--- config.mk ---
export PLATFORM = sky130hd
export DESIGN_NAME = ray_box_nearest_hit_picker
export DESIGN_NICKNAME = d
export VERILOG_FILES = /design/src/rtl/rbnh_pkg.sv /design/src/rtl/rbnh_front.sv /design/src/rtl/rbnh_divider.sv /design/src/rtl/rbnh_back.sv /design/src/rtl/ray_box_nearest_hit_picker.sv
export SDC_FILE = /design/constraint.sdc
export NUM_CORES = 2
export LEC_CHECK = 0
export ABC_AREA = 1
export CELL_PAD_IN_SITES_DETAIL_PLACEMENT = 0
export CELL_PAD_IN_SITES_GLOBAL_PLACEMENT = 1
export CORE_ASPECT_RATIO = 1.5
export CORE_MARGIN = 10
export CORE_UTILIZATION = 40
export DETAILED_ROUTE_END_ITERATION = 12
export DONT_BUFFER_PORTS = 1
export PLACE_DENSITY = 0.73
export RECOVER_POWER = 100
export SKIP_CTS_REPAIR_TIMING = 1
export SYNTH_ARGS = -nofsm -noshare
export SYNTH_HDL_FRONTEND = slang
export SYNTH_HIERARCHICAL = 1
export SYNTH_SLANG_ARGS = --single-unit
--- constraint.sdc ---
create_clock -name clk -period 11.7 [get_ports clk]
set_input_delay 1.755 -clock clk [delete_from_list [all_inputs] [get_ports clk]]
set_output_delay 1.755 -clock clk [all_outputs]
set_load 0.02 [all_outputs]
--- src/rtl/rbnh_pkg.sv ---
// Shared types and constants for the ray/box nearest-hit picker.
`timescale 1ns / 1ps
`default_nettype none
package rbnh_pkg;

    localparam int COORD_WIDTH = 32;
    localparam int FRAC_BITS   = 16;
    localparam int DIR_WIDTH   = 18;
    localparam int ADDR_WIDTH  = 5;

    // Register byte addresses
    localparam logic [ADDR_WIDTH-1:0] ADDR_ORIGIN_X = 5'd0;
    localparam logic [ADDR_WIDTH-1:0] ADDR_ORIGIN_Y = 5'd4;
    localparam logic [ADDR_WIDTH-1:0] ADDR_ORIGIN_Z = 5'd8;
    localparam logic [ADDR_WIDTH-1:0] ADDR_DIR_X    = 5'd12;
    localparam logic [ADDR_WIDTH-1:0] ADDR_DIR_Y    = 5'd16;
    localparam logic [ADDR_WIDTH-1:0] ADDR_DIR_Z    = 5'd20;

    localparam logic signed [COORD_WIDTH-1:0] T_MAX = {1'b0, {(COORD_WIDTH-1){1'b1}}};
    localparam logic signed [COORD_WIDTH-1:0] T_MIN = {1'b1, {(COORD_WIDTH-1){1'b0}}};

    typedef struct packed {
        logic signed [COORD_WIDTH-1:0] box_min_x;
        logic signed [COORD_WIDTH-1:0] box_min_y;
        logic signed [COORD_WIDTH-1:0] box_min_z;
        logic signed [COORD_WIDTH-1:0] box_max_x;
        logic signed [COORD_WIDTH-1:0] box_max_y;
        logic signed [COORD_WIDTH-1:0] box_max_z;
        logic [31:0]                   object_id;
        logic                          solid;
        logic                          last_box;
    } box_in_t;

    typedef struct packed {
        logic                          box_hit;
        logic signed [COORD_WIDTH-1:0] box_distance;
        logic                          nearest_found;
        logic [31:0]                   nearest_id;
        logic signed [COORD_WIDTH-1:0] nearest_distance;
        logic                          pick_done;
    } hit_out_t;

    // Classified slab job handed from front to back
    typedef struct packed {
        logic [2:0]                     moving;     // axis has nonzero direction
        logic                           par_miss;   // a parallel axis rejects the box
        logic signed [COORD_WIDTH:0]    dmin_x;
        logic signed [COORD_WIDTH:0]    dmin_y;
        logic signed [COORD_WIDTH:0]    dmin_z;
        logic signed [COORD_WIDTH:0]    dmax_x;
        logic signed [COORD_WIDTH:0]    dmax_y;
        logic signed [COORD_WIDTH:0]    dmax_z;
        logic [31:0]                    object_id;
        logic                           solid;
        logic                           last_box;
    } slab_job_t;

endpackage
`default_nettype wire

--- src/rtl/rbnh_front.sv ---
// Front end: accepts boxes, forms offsets to the origin and checks parallel axes.
`timescale 1ns / 1ps
`default_nettype none
module rbnh_front (
    input  wire logic                                    clk,
    input  wire logic                                    rst_n,
    input  wire rbnh_pkg::box_in_t                       box,
    input  wire logic                                    push,
    output logic                                         full,
    input  wire logic signed [rbnh_pkg::COORD_WIDTH-1:0] origin_x,
    input  wire logic signed [rbnh_pkg::COORD_WIDTH-1:0] origin_y,
    input  wire logic signed [rbnh_pkg::COORD_WIDTH-1:0] origin_z,
    input  wire logic signed [rbnh_pkg::DIR_WIDTH-1:0]   dir_x,
    input  wire logic signed [rbnh_pkg::DIR_WIDTH-1:0]   dir_y,
    input  wire logic signed [rbnh_pkg::DIR_WIDTH-1:0]   dir_z,
    output rbnh_pkg::slab_job_t                          job,
    output logic                                         job_valid,
    input  wire logic                                    job_take
);
    // Two-entry queue towards the back end
    rbnh_pkg::slab_job_t q_reg [2];
    logic [1:0] cnt_reg;
    logic       rd_reg, wr_reg;
    rbnh_pkg::slab_job_t cls;
    logic acc, tk;

    localparam int CW = rbnh_pkg::COORD_WIDTH;

    function automatic logic signed [CW:0] sdiff(input logic signed [CW-1:0] a,
                                                 input logic signed [CW-1:0] b);
        sdiff = {a[CW-1], a} - {b[CW-1], b};
    endfunction

    always_comb
    begin
        cls.moving    = {dir_z != '0, dir_y != '0, dir_x != '0};
        cls.par_miss  = ((dir_x == '0) && (origin_x < box.box_min_x || origin_x > box.box_max_x))
                     || ((dir_y == '0) && (origin_y < box.box_min_y || origin_y > box.box_max_y))
                     || ((dir_z == '0) && (origin_z < box.box_min_z || origin_z > box.box_max_z));
        cls.dmin_x    = sdiff(box.box_min_x, origin_x);
        cls.dmin_y    = sdiff(box.box_min_y, origin_y);
        cls.dmin_z    = sdiff(box.box_min_z, origin_z);
        cls.dmax_x    = sdiff(box.box_max_x, origin_x);
        cls.dmax_y    = sdiff(box.box_max_y, origin_y);
        cls.dmax_z    = sdiff(box.box_max_z, origin_z);
        cls.object_id = box.object_id;
        cls.solid     = box.solid;
        cls.last_box  = box.last_box;
    end

    assign full      = (cnt_reg == 2'd2);
    assign job_valid = (cnt_reg != 2'd0);
    assign job       = q_reg[rd_reg];
    assign acc       = push && !full;
    assign tk        = job_take && job_valid;

    always_ff @(posedge clk)
    begin
        if (acc)
        begin
            q_reg[wr_reg] <= cls;
        end
    end

    always_ff @(posedge clk or negedge rst_n)
    begin
        if (!rst_n)
        begin
            cnt_reg <= '0;
            rd_reg  <= 1'b0;
            wr_reg  <= 1'b0;
        end
        else
        begin
            if (acc)
            begin
                wr_reg <= ~wr_reg;
            end
            if (tk)
            begin
                rd_reg <= ~rd_reg;
            end
            cnt_reg <= cnt_reg + {1'b0, acc} - {1'b0, tk};
        end
    end

`ifndef SYNTHESIS
    a_no_over: assert property (@(posedge clk) disable iff (!rst_n)
        full |-> !(cnt_reg == 2'd2 && acc)) else $error("queue overrun");
    a_cnt_rng: assert property (@(posedge clk) disable iff (!rst_n)
        cnt_reg != 2'd3) else $error("queue count out of range");
    a_ptr: assert property (@(posedge clk) disable iff (!rst_n)
        (cnt_reg == 2'd0 || cnt_reg == 2'd2) |-> (rd_reg == wr_reg))
        else $error("queue pointers disagree with count");
`endif
endmodule
`default_nettype wire

--- src/rtl/rbnh_divider.sv ---
// Restoring divider: signed 49-bit numerator by 18-bit divisor, saturated to 32 bits.
`timescale 1ns / 1ps
`default_nettype none
module rbnh_divider (
    input  wire logic                                    clk,
    input  wire logic                                    rst_n,
    input  wire logic                                    start,
    input  wire logic signed [rbnh_pkg::COORD_WIDTH:0]   diff,
    input  wire logic signed [rbnh_pkg::DIR_WIDTH-1:0]   dir,
    output logic                                         done,
    output logic signed [rbnh_pkg::COORD_WIDTH-1:0]      quot
);
    localparam int CW = rbnh_pkg::COORD_WIDTH;
    localparam int NW = CW + 1 + rbnh_pkg::FRAC_BITS;  // numerator magnitude bits
    localparam int DW = rbnh_pkg::DIR_WIDTH;
    localparam int SPC = 4;                            // quotient bits per cycle
    localparam int STEPS = (NW + SPC - 1) / SPC;
    localparam int QW = STEPS * SPC;
    localparam int SW = $clog2(STEPS + 1);

    logic [QW-1:0] num_reg;   // numerator shifts out, quotient shifts in
    logic [DW:0]   rem_reg;
    logic [DW-1:0] den_reg;
    logic          neg_reg;
    logic [SW-1:0] step_reg;
    logic          busy_reg;

    logic [DW:0]   r;
    logic [QW-1:0] n;
    logic [NW-1:0] mag;
    logic [DW-1:0] dmag;
    logic signed [NW-1:0] snum;

    always_comb
    begin
        r = rem_reg;
        n = num_reg;
        for (int i = 0; i < SPC; i++)
        begin
            r = {r[DW-1:0], n[QW-1]};
            n = {n[QW-2:0], 1'b0};
            if (r >= {1'b0, den_reg})
            begin
                r    = r - {1'b0, den_reg};
                n[0] = 1'b1;
            end
        end
        snum = {diff, {rbnh_pkg::FRAC_BITS{1'b0}}};
        mag  = snum[NW-1] ? NW'(-snum) : NW'(snum);
        dmag = dir[DW-1] ? DW'(-dir) : dir;
    end

    // Saturate the signed quotient
    always_comb
    begin
        if (num_reg[QW-1:CW-1] != '0)
        begin
            quot = neg_reg ? rbnh_pkg::T_MIN : rbnh_pkg::T_MAX;
        end
        else
        begin
            quot = neg_reg ? CW'(-$signed({1'b0, num_reg[CW-1:0]}))
                           : $signed(num_reg[CW-1:0]);
        end
    end

    assign done = busy_reg && (step_reg == SW'(STEPS));

    always_ff @(posedge clk)
    begin
        if (start)
        begin
            num_reg <= QW'(mag);
            rem_reg <= '0;
            den_reg <= dmag;
            neg_reg <= diff[CW] ^ dir[DW-1];
        end
        else if (busy_reg && !done)
        begin
            num_reg <= n;
            rem_reg <= r;
        end
    end

    always_ff @(posedge clk or negedge rst_n)
    begin
        if (!rst_n)
        begin
            busy_reg <= 1'b0;
            step_reg <= '0;
        end
        else if (start)
        begin
            busy_reg <= 1'b1;
            step_reg <= '0;
        end
        else if (done)
        begin
            busy_reg <= 1'b0;
        end
        else if (busy_reg)
        begin
            step_reg <= step_reg + 1'b1;
        end
    end
endmodule
`default_nettype wire

--- src/rtl/rbnh_back.sv ---
// Back end: runs the six slab divisions, intersects the slabs and tracks the nearest hit.
`timescale 1ns / 1ps
`default_nettype none
module rbnh_back (
    input  wire logic                                  clk,
    input  wire logic                                  rst_n,
    input  wire rbnh_pkg::slab_job_t                   job,
    input  wire logic                                  job_valid,
    output logic                                       job_take,
    input  wire logic signed [rbnh_pkg::DIR_WIDTH-1:0] dir_x,
    input  wire logic signed [rbnh_pkg::DIR_WIDTH-1:0] dir_y,
    input  wire logic signed [rbnh_pkg::DIR_WIDTH-1:0] dir_z,
    output rbnh_pkg::hit_out_t                         result,
    output logic                                       empty,
    input  wire logic                                  pop
);
    localparam int CW = rbnh_pkg::COORD_WIDTH;

    localparam logic [1:0] S_IDLE = 2'd0;
    localparam logic [1:0] S_DIV  = 2'd1;
    localparam logic [1:0] S_WAIT = 2'd2;
    localparam logic [1:0] S_FIN  = 2'd3;

    logic [1:0] state_reg, state_next;
    logic [2:0] slot_reg;     // 0..5: min x,y,z then max x,y,z
    logic       div_start_reg;
    rbnh_pkg::slab_job_t jb_reg;
    logic signed [CW-1:0] t_reg [6];

    logic signed [CW:0]                 dv;
    logic signed [rbnh_pkg::DIR_WIDTH-1:0] dd;
    logic                               dn;
    logic signed [CW-1:0]               q;

    logic signed [CW-1:0] best_dist_reg;
    logic [31:0]          best_obj_reg;
    logic                 any_reg;
    rbnh_pkg::hit_out_t   out_reg;
    logic                 full_reg;

    logic signed [CW-1:0] tmn, tmx, lo, hi;
    logic                 hit, miss;
    logic signed [CW-1:0] hit_dist;
    logic                 upd;

    always_comb
    begin
        case (slot_reg)
            3'd0:    begin dv = jb_reg.dmin_x; dd = dir_x; end
            3'd1:    begin dv = jb_reg.dmin_y; dd = dir_y; end
            3'd2:    begin dv = jb_reg.dmin_z; dd = dir_z; end
            3'd3:    begin dv = jb_reg.dmax_x; dd = dir_x; end
            3'd4:    begin dv = jb_reg.dmax_y; dd = dir_y; end
            default: begin dv = jb_reg.dmax_z; dd = dir_z; end
        endcase
    end

    rbnh_divider u_div (
        .clk   (clk),
        .rst_n (rst_n),
        .start (div_start_reg),
        .diff  (dv),
        .dir   (dd),
        .done  (dn),
        .quot  (q)
    );

    // Intersect the slabs; a parallel axis was already settled up front
    always_comb
    begin
        tmn  = rbnh_pkg::T_MIN;
        tmx  = rbnh_pkg::T_MAX;
        miss = jb_reg.par_miss;
        for (int a = 0; a < 3; a++)
        begin
            lo = (t_reg[a] > t_reg[a+3]) ? t_reg[a+3] : t_reg[a];
            hi = (t_reg[a] > t_reg[a+3]) ? t_reg[a]   : t_reg[a+3];
            if (jb_reg.moving[a])
            begin
                if (lo > tmn) tmn = lo;
                if (hi < tmx) tmx = hi;
                if (tmn > tmx) miss = 1'b1;
            end
        end
        hit      = jb_reg.solid && !miss && !tmx[CW-1];
        hit_dist = hit ? (tmn[CW-1] ? tmx : tmn) : '0;
        upd      = hit && (hit_dist < best_dist_reg);
    end

    // Slot needs a division only when its axis moves
    function automatic logic mv(input logic [2:0] m, input logic [2:0] s);
        case (s)
            3'd0, 3'd3: mv = m[0];
            3'd1, 3'd4: mv = m[1];
            default:    mv = m[2];
        endcase
    endfunction

    always_comb
    begin
        state_next = state_reg;
        case (state_reg)
            S_IDLE:  if (job_valid) state_next = S_DIV;
            S_DIV:   state_next = S_WAIT;
            S_WAIT:  if (dn || !mv(jb_reg.moving, slot_reg))
                         state_next = (slot_reg == 3'd5) ? S_FIN : S_DIV;
            S_FIN:   if (!full_reg || pop) state_next = S_IDLE;
            default: state_next = S_IDLE;
        endcase
    end

    assign job_take = (state_reg == S_IDLE) && job_valid;
    assign empty    = !full_reg;
    assign result   = out_reg;

    always_ff @(posedge clk)
    begin
        if (job_take)
        begin
            jb_reg <= job;
        end
        if (state_reg == S_WAIT && dn)
        begin
            t_reg[slot_reg] <= q;
        end
        if (state_reg == S_FIN && (!full_reg || pop))
        begin
            out_reg.box_hit          <= hit;
            out_reg.box_distance     <= hit_dist;
            out_reg.nearest_found    <= any_reg || upd;
            out_reg.nearest_id       <= upd ? jb_reg.object_id : (any_reg ? best_obj_reg : '0);
            out_reg.nearest_distance <= upd ? hit_dist : (any_reg ? best_dist_reg : '0);
            out_reg.pick_done        <= jb_reg.last_box;
        end
    end

    always_ff @(posedge clk or negedge rst_n)
    begin
        if (!rst_n)
        begin
            state_reg     <= S_IDLE;
            slot_reg      <= '0;
            div_start_reg <= 1'b0;
            full_reg      <= 1'b0;
            best_dist_reg <= rbnh_pkg::T_MAX;
            best_obj_reg  <= '0;
            any_reg       <= 1'b0;
        end
        else
        begin
            state_reg     <= state_next;
            div_start_reg <= (state_reg != S_DIV && state_next == S_DIV)
                          || (state_reg == S_WAIT && state_next == S_DIV);
            if (state_reg == S_IDLE)
            begin
                slot_reg <= '0;
            end
            else if (state_reg == S_WAIT && state_next == S_DIV)
            begin
                slot_reg <= slot_reg + 3'd1;
            end
            if (state_reg == S_FIN && (!full_reg || pop))
            begin
                full_reg <= 1'b1;
                if (jb_reg.last_box)
                begin
                    best_dist_reg <= rbnh_pkg::T_MAX;
                    best_obj_reg  <= '0;
                    any_reg       <= 1'b0;
                end
                else if (upd)
                begin
                    best_dist_reg <= hit_dist;
                    best_obj_reg  <= jb_reg.object_id;
                    any_reg       <= 1'b1;
                end
            end
            else if (pop && full_reg)
            begin
                full_reg <= 1'b0;
            end
        end
    end

`ifndef SYNTHESIS
    a_take_idle: assert property (@(posedge clk) disable iff (!rst_n)
        job_take |=> (state_reg == S_DIV)) else $error("job taken but no division started");
    a_start_div: assert property (@(posedge clk) disable iff (!rst_n)
        (state_reg == S_DIV) |-> div_start_reg)
        else $error("division slot without start");
    a_no_hit_skip: assert property (@(posedge clk) disable iff (!rst_n)
        (state_reg == S_FIN && !jb_reg.solid) |-> !hit) else $error("skipped box hit");
    a_any_best: assert property (@(posedge clk) disable iff (!rst_n)
        !any_reg |-> (best_dist_reg == rbnh_pkg::T_MAX)) else $error("best kept without hit");
`endif
endmodule
`default_nettype wire

--- src/rtl/ray_box_nearest_hit_picker.sv ---
// Top level of the ray/box nearest-hit picker: config registers, front and back ends.
//  channel | handshake          | payload
//  boxes   | push / full        | box (rbnh_pkg::box_in_t)
//  results | pop / empty        | result (rbnh_pkg::hit_out_t)
//  config  | psel/penable/pwrite| paddr, pwdata, prdata, pready
// Each box passes a take state, six slab divisions (each a start state, then a wait for
// 13 quotient steps of four bits through the single shared divider) and a finish state.
// A parallel axis does not wait for its two divisions.
// A two-item queue holds classified boxes, so input is taken while the back end divides.
// The finished result waits in an output register; the next box's divisions go on meanwhile.
// Reset is asynchronous active-low; it clears the queue and the pick, and resets the ray to the origin along +z.
`timescale 1ns / 1ps
`default_nettype none
module ray_box_nearest_hit_picker (
    input  wire logic                                clk,
    input  wire logic                                rst_n,
    input  wire rbnh_pkg::box_in_t                   box,
    input  wire logic                                push,
    output logic                                     full,
    output rbnh_pkg::hit_out_t                       result,
    output logic                                     empty,
    input  wire logic                                pop,
    input  wire logic                                psel,
    input  wire logic                                penable,
    input  wire logic                                pwrite,
    input  wire logic [rbnh_pkg::ADDR_WIDTH-1:0]     paddr,
    input  wire logic [31:0]                         pwdata,
    output logic [31:0]                              prdata,
    output logic                                     pready
);
    logic signed [rbnh_pkg::COORD_WIDTH-1:0] org_x_reg, org_y_reg, org_z_reg;
    logic signed [rbnh_pkg::DIR_WIDTH-1:0]   dir_x_reg, dir_y_reg, dir_z_reg;
    rbnh_pkg::slab_job_t job;
    logic job_valid, job_take;
    logic wr;

    assign pready = 1'b1;
    assign wr     = psel && penable && pwrite;

    // Write the ray registers
    always_ff @(posedge clk or negedge rst_n)
    begin
        if (!rst_n)
        begin
            org_x_reg <= '0;
            org_y_reg <= '0;
            org_z_reg <= '0;
            dir_x_reg <= '0;
            dir_y_reg <= '0;
            dir_z_reg <= rbnh_pkg::DIR_WIDTH'(65536);
        end
        else if (wr)
        begin
            case (paddr)
                rbnh_pkg::ADDR_ORIGIN_X: org_x_reg <= pwdata;
                rbnh_pkg::ADDR_ORIGIN_Y: org_y_reg <= pwdata;
                rbnh_pkg::ADDR_ORIGIN_Z: org_z_reg <= pwdata;
                rbnh_pkg::ADDR_DIR_X:    dir_x_reg <= pwdata[rbnh_pkg::DIR_WIDTH-1:0];
                rbnh_pkg::ADDR_DIR_Y:    dir_y_reg <= pwdata[rbnh_pkg::DIR_WIDTH-1:0];
                rbnh_pkg::ADDR_DIR_Z:    dir_z_reg <= pwdata[rbnh_pkg::DIR_WIDTH-1:0];
                default: ;
            endcase
        end
    end

    // Read back, direction sign-extended
    always_comb
    begin
        case (paddr)
            rbnh_pkg::ADDR_ORIGIN_X: prdata = org_x_reg;
            rbnh_pkg::ADDR_ORIGIN_Y: prdata = org_y_reg;
            rbnh_pkg::ADDR_ORIGIN_Z: prdata = org_z_reg;
            rbnh_pkg::ADDR_DIR_X:    prdata = 32'(dir_x_reg);
            rbnh_pkg::ADDR_DIR_Y:    prdata = 32'(dir_y_reg);
            rbnh_pkg::ADDR_DIR_Z:    prdata = 32'(dir_z_reg);
            default:                 prdata = '0;
        endcase
    end

    rbnh_front u_front (
        .clk       (clk),
        .rst_n     (rst_n),
        .box       (box),
        .push      (push),
        .full      (full),
        .origin_x  (org_x_reg),
        .origin_y  (org_y_reg),
        .origin_z  (org_z_reg),
        .dir_x     (dir_x_reg),
        .dir_y     (dir_y_reg),
        .dir_z     (dir_z_reg),
        .job       (job),
        .job_valid (job_valid),
        .job_take  (job_take)
    );

    rbnh_back u_back (
        .clk       (clk),
        .rst_n     (rst_n),
        .job       (job),
        .job_valid (job_valid),
        .job_take  (job_take),
        .dir_x     (dir_x_reg),
        .dir_y     (dir_y_reg),
        .dir_z     (dir_z_reg),
        .result    (result),
        .empty     (empty),
        .pop       (pop)
    );

`ifndef SYNTHESIS
    a_ready: assert property (@(posedge clk) pready) else $error("pready dropped");
    a_dirz_rst: assert property (@(posedge clk) $rose(rst_n) |-> dir_z_reg == 18'sd65536)
        else $error("dir_z reset value lost");
    a_wr_x: assert property (@(posedge clk) disable iff (!rst_n)
        (wr && paddr == rbnh_pkg::ADDR_ORIGIN_X) |=> org_x_reg == $past(pwdata))
        else $error("origin_x write lost");
`endif
endmodule
`default_nettype wire

-- Word level (Yosys, flattened, before mapping)
Memories as Yosys holds them, arrays and structs flattened. A register that Yosys moved wholly into a read port is not among the register bits.
Cells that the tools add are included.
- flip-flop bits (word level): 419
- memory bits (writable): 664
- output and inout port bits: 134
- logic and storage cells: 233
- memories: 2
- add/sub/neg operators: 17
- $lt $le $gt $ge: 23
- equality and inequality tests: 18
- muxes and demuxes: 80
- bitwise logic cells: 3
- reductions and logical operators: 60
- memories (name ; depth ; width ; rd ports ; clocked after Yosys merged registers in ; wr ports ; RTL line ; source):
    u_front.q_reg ; 2 ; 236 ; 1 ; 1 ; 1 ; rbnh_front.sv:21 ; rbnh_pkg::slab_job_t q_reg [2];
    u_back.t_reg ; 6 ; 32 ; 6 ; 0 ; 1 ; rbnh_back.sv:28 ; logic signed [CW-1:0] t_reg [6];
- operators with widths (operator ; count):
    32-bit 2-to-1 mux ; 37
    32-bit greater-than comparator ; 11
    32-bit by 32-bit subtractor with 33-bit output ; 6
    32-bit less-than comparator ; 6
    32-bit one-hot mux with 6 select lines ; 1
    33-bit one-hot mux with 5 select lines ; 1
    49-bit 2-to-1 mux ; 3
    19-bit by 18-bit >= comparator with 1-bit output ; 4
    18-bit 2-to-1 mux ; 4
    18-bit subtractor ; 4
    18-bit logical NOT ; 3
    18-bit nonzero test ; 3
    49-bit negator ; 1
    18-bit one-hot mux with 2 select lines ; 1
    32-bit greater-than comparator, second input constant ; 1
    32-bit less-than comparator, second input constant ; 1
    32-bit negator ; 1
    1-bit 2-to-1 mux ; 21
    21-bit nonzero test ; 1
    1-bit logical AND ; 18
    18-bit negator ; 1
    17-bit 2-to-1 mux ; 1
    2-bit AND reduction ; 8
    2-bit nonzero test ; 7
    other kinds (27) ; 56

-- Logic depth before layout (Yosys ltp)
An unclocked memory read counts as a cell.
- word-level depth: 25
- mapped depth: 98
- mapped depth without buffers: 89

-- Hierarchy
The synthesis kept the hierarchy.
- modules (own cells, without submodules) (module ; times used ; cells each ; area each (um^2) ; seq. area each (um^2)):
    rbnh_back ; 1 ; 3987 ; 35983.3 ; 17665.7
    rbnh_front ; 1 ; 3441 ; 29590.9 ; 14273.7
    rbnh_divider ; 1 ; 1563 ; 10460.0 ; 2587.5
    ray_box_nearest_hit_picker ; 1 ; 908 ; 7156.9 ; 3754.9

-- Worst setup path before layout
OpenSTA, ideal clock, no wires.
- path type: in2reg
- start: input push
- end: memory u_front/q_reg[0][0] in the netlist's numbering, enable pin
- arrival: 11.744 ns
- path slack: -0.882 ns
- stages on the path: 2
- path through: o21ai_0 -> nor2_1
- cells in the longest elaborated chain, start to end: 3
- ends and longest elaborated chain (what ; RTL line ; source):
    from (decl) ; ray_box_nearest_hit_picker.sv:18 ; input wire logic push,
    1-bit logical AND ; rbnh_front.sv:54 ; assign acc = push && !full;
    1-bit 2-to-1 mux ; rbnh_front.sv:59 ; if (acc)
    1-bit 2-to-1 mux (implied by the code) ; rbnh_front.sv:61 ; q_reg[wr_reg] <= cls;
    to (decl) ; rbnh_front.sv:21 ;
No other way between the ends.

==> impl_metrics.csv <==
group,metric,value,unit
floorplan,start_util,40.09,%
floorplan,core,207500,µm²
floorplan,row_count,205,
final_layout,instances_no_fill,13200,
placed_design,placedCellCount,12860,
yosys,ys_types,83,
timing,setup_viol,0,
grt,grt_pass1_vias,69100,
detailed_routing,vias,70530,
clocking,root_buffer,"clkbuf_16",
timing,slew_headroom,-205.6,%
clocking,tritoncts,"done",
placed_design,place_congestion,0.9996,
floorplan,die_x,392.4,µm
worst_setup_path,cp-start-kind,"flip-flop",
timing,finalClockSkew,0.07954,ns
floorplan,pin_count,404,
timing,fmax,88.16,MHz
worst_setup_path,critPathMaxFanout,12,
min_path,hp-class,"flip-flop to flip-flop",
worst_setup_path,cpPeakStageDelay,0.43,ns
yosys,synth_simple_gate_area_share,24.01,%
detailed_routing,wl_per_cell,23.56,µm
worst_setup_path,path_class,"flip-flop to flip-flop",
grt,grt_max_degree,232,
final_layout,drive_gt1_share,12.21,%
final_layout,nets,11300,
detailed_routing,ant_nets,0,
detailed_routing,wirelength,311.0,mm
yosys,syn_inst,9899,
timing,hold_violations,0,
timing,max_slew.worst_pin.slew,4.584,ns
detailed_routing,via_per_inst,5.344,
floorplan,die_area,227000,µm²
clocking,clock_path_buffers,4,
timing,fin_crit,11.34,ns
yosys,synth_compound_area_share,10.89,%
yosys,netlist_area,83190,µm²
worst_setup_path,cp_data_required_time,12.23,ns
timing,tns,0,ns
yosys,synthArstFlopShare,17.51,%
yosys,synth.avg_cell_area,8.404,µm²
detailed_routing,drt_iter0_markers,4803,
yosys,muxShareOfSynthArea,0,%
yosys,synth_edf_count,1067,
grt,grtUsageTotal,26.34,%
clocking,clkLatencyLatePin,0.82,ns
detailed_routing,drt_first_pass_iters,6,
timing,whs,0.4806,ns
outcome,violations,"capacitance limit, slew limit",
worst_setup_path,cp_common_cell,"nand2_4",
yosys,yosysWarningCount,6,
worst_setup_path,arrival,11.87,ns
clocking,cts_sinks,1319,
grt,grt_overflow,0,
yosys,ys.flop_type,"edfxtp_1",
timing,report.final.slew_viol_count,1803,
timing,rsz0062_at_grt,"yes",
outcome,status,"finished with violations",
grt,grt_pass1_wl,445.8,mm
detailed_routing,drc_errors,0,
yosys,ys_ff_latch,1319,
floorplan,die-height,578.5,µm
final_layout,area_growth,15.91,%
yosys,synthAdderAreaFrac,9.686,%
placed_design,hpwl,246.2,mm
worst_setup_path,critical_path.slowest_cell,"edfxtp_1",
run,maxCapViolCount,33,
yosys,seq_area_frac_synth,46.02,%
yosys,synth-xor-area-share,3.000,%
placed_design,io_buffers,0,
timing,timing.final.crit_share,96.95,%
grt,antenna_found_initial,35,
placed_design,place_area,90100,µm²
yosys,synth_top_family_by_area,"simple AND/OR/NAND/NOR gates",
clocking,path_clk_slew,0.06,ns
worst_setup_path,endpoint_kind,"flip-flop",
clocking,h-tree-depth,4,
final_layout,largest_reg_flops,472,
clocking,cts_buffers,149,
final_layout,fin_area,96420,µm²
## synth_stat cells (21+ instances only)
cell type	number	area share [%]
a211oi_1	28	0.25
nand3_2	42	0.51
inv_1	944	4.3
nor3_1	99	0.60
a31oi_1	37	0.28
xor2_1	179	1.9
inv_2	24	0.11
dfrtp_1	199	6.0
o21ai_0	562	3.4
nand2_1	3027	14
buf_1	43	0.19
nor2_1	632	2.9
clkbuf_1	230	1.0
edfxtp_1	1067	39
o21ai_2	46	0.48
xnor2_1	106	1.1
dfxtp_1	21	0.51
ha_1	628	9.4
buf_2	60	0.36
nand3b_1	24	0.22
o21bai_1	40	0.36
a21o_1	50	0.45
o21ai_1	138	0.83
nand3_1	488	2.9
nand4_1	242	1.8
nor4_1	41	0.31
dfstp_2	32	1.0
nand2_2	42	0.32
a21oi_1	595	3.6
## kinds of logic after synthesis
| family | count (synthesis) |
|---|---|
| compound gates | 1608 |
| flops | 1319 |
| other cells | 2 |
| xor+xnor | 285 |
| buf+inv | 1337 |
| fa+ha+maj | 638 |
| simple gates | 4710 |
## cells in the final DEF (no fill, tap or decap), types with 23 or more instances in the layout
| master | Yosys | routed |
|---|---|---|
| nand3b_1 | 24 | 24 |
| edfxtp_1 | 1067 | 1067 |
| ha_1 | 628 | 604 |
| nand2_2 | 42 | 45 |
| clkinv_1 | 3 | 24 |
| nand2_1 | 3027 | 3011 |
| inv_1 | 944 | 930 |
| nor3_1 | 99 | 72 |
| xnor2_1 | 106 | 106 |
| dfrtp_1 | 199 | 198 |
| clkbuf_1 | 230 | 62 |
| clkbuf_16 | 0 | 170 |
| inv_2 | 24 | 29 |
| nand4_1 | 242 | 242 |
| ha_4 | 0 | 23 |
| nand3_2 | 42 | 41 |
| o21ai_2 | 46 | 63 |
| dfstp_2 | 32 | 32 |
| a21oi_2 | 18 | 26 |
| nor4_1 | 41 | 36 |
| buf_12 | 1 | 24 |
| nand3_1 | 488 | 487 |
| a21oi_1 | 595 | 590 |
| o21ai_0 | 562 | 547 |
| o21bai_1 | 40 | 43 |
| nor2_1 | 632 | 627 |
| xor2_1 | 179 | 179 |
| a21o_1 | 50 | 51 |
| o21ai_1 | 138 | 135 |
| a31oi_1 | 37 | 38 |
| buf_4 | 9 | 599 |
## path summary, 6_finish.rpt
kind	from	cells past startpoint	slack (ns)	end
setup / recovery	u_back/t_reg[0][23]	78	0.36	u_back/result[49]
hold / removal	u_back/u_div/rem_reg[2]	2	0.48	u_back/u_div/rem_reg[2]
setup reg to reg	u_back/t_reg[0][23]	78	0.36	u_back/result[49]
hold reg to reg	u_back/u_div/rem_reg[2]	2	0.48	u_back/u_div/rem_reg[2]
max in group asynchronous	rst_n	0	10.04	u_back/any_reg
min in group asynchronous	rst_n	0	0.65	org_z_reg[31]
## worst max-delay path, delay by kind of cell, from the launching register on
kind,cells,cell delay [ns]
adder cells (fa/ha/maj),5,1.37
buffers and inverters,22,3.20
flip-flops,1,0.43
XOR/XNOR,1,0.14
AO/OA/AOI/OAI,13,1.66
AND/OR/NAND/NOR,37,4.24
## through the flow
stage                     utilization [%]  setup WS [ns]
after global placement              43.42        -0.7176
after CTS                           45.74        -0.9514
final                               46.47         0.3570
after detailed placement            43.42        -0.8794
after floorplan                         -        -0.8820
after global routing                46.46        -0.2139
## per-layer routing
metal | wire (µm) | vias up | track usage (%)
met5 | 285 | - | 0
met4 | 26470 | 42 | 18.22
li1 | - | 34450 | -
met1 | 107800 | 33250 | 27.07
met2 | 158500 | 2085 | 47.92
met3 | 17950 | 707 | 4.924
## area by class of cell
class	count	area (µm²)
well taps	2691	3367
diodes	6	15.01
clock buffers	188	4083
multi-input cells	7245	40420
flip-flops and latches	1319	38280
clock inverters	70	732.0
fillers	20220	111100
repair buffers	706	5851
inverters	973	3677
Power is not shown: default switching activity piles up to over one toggle a cycle in this logic, so the estimate is an artifact.
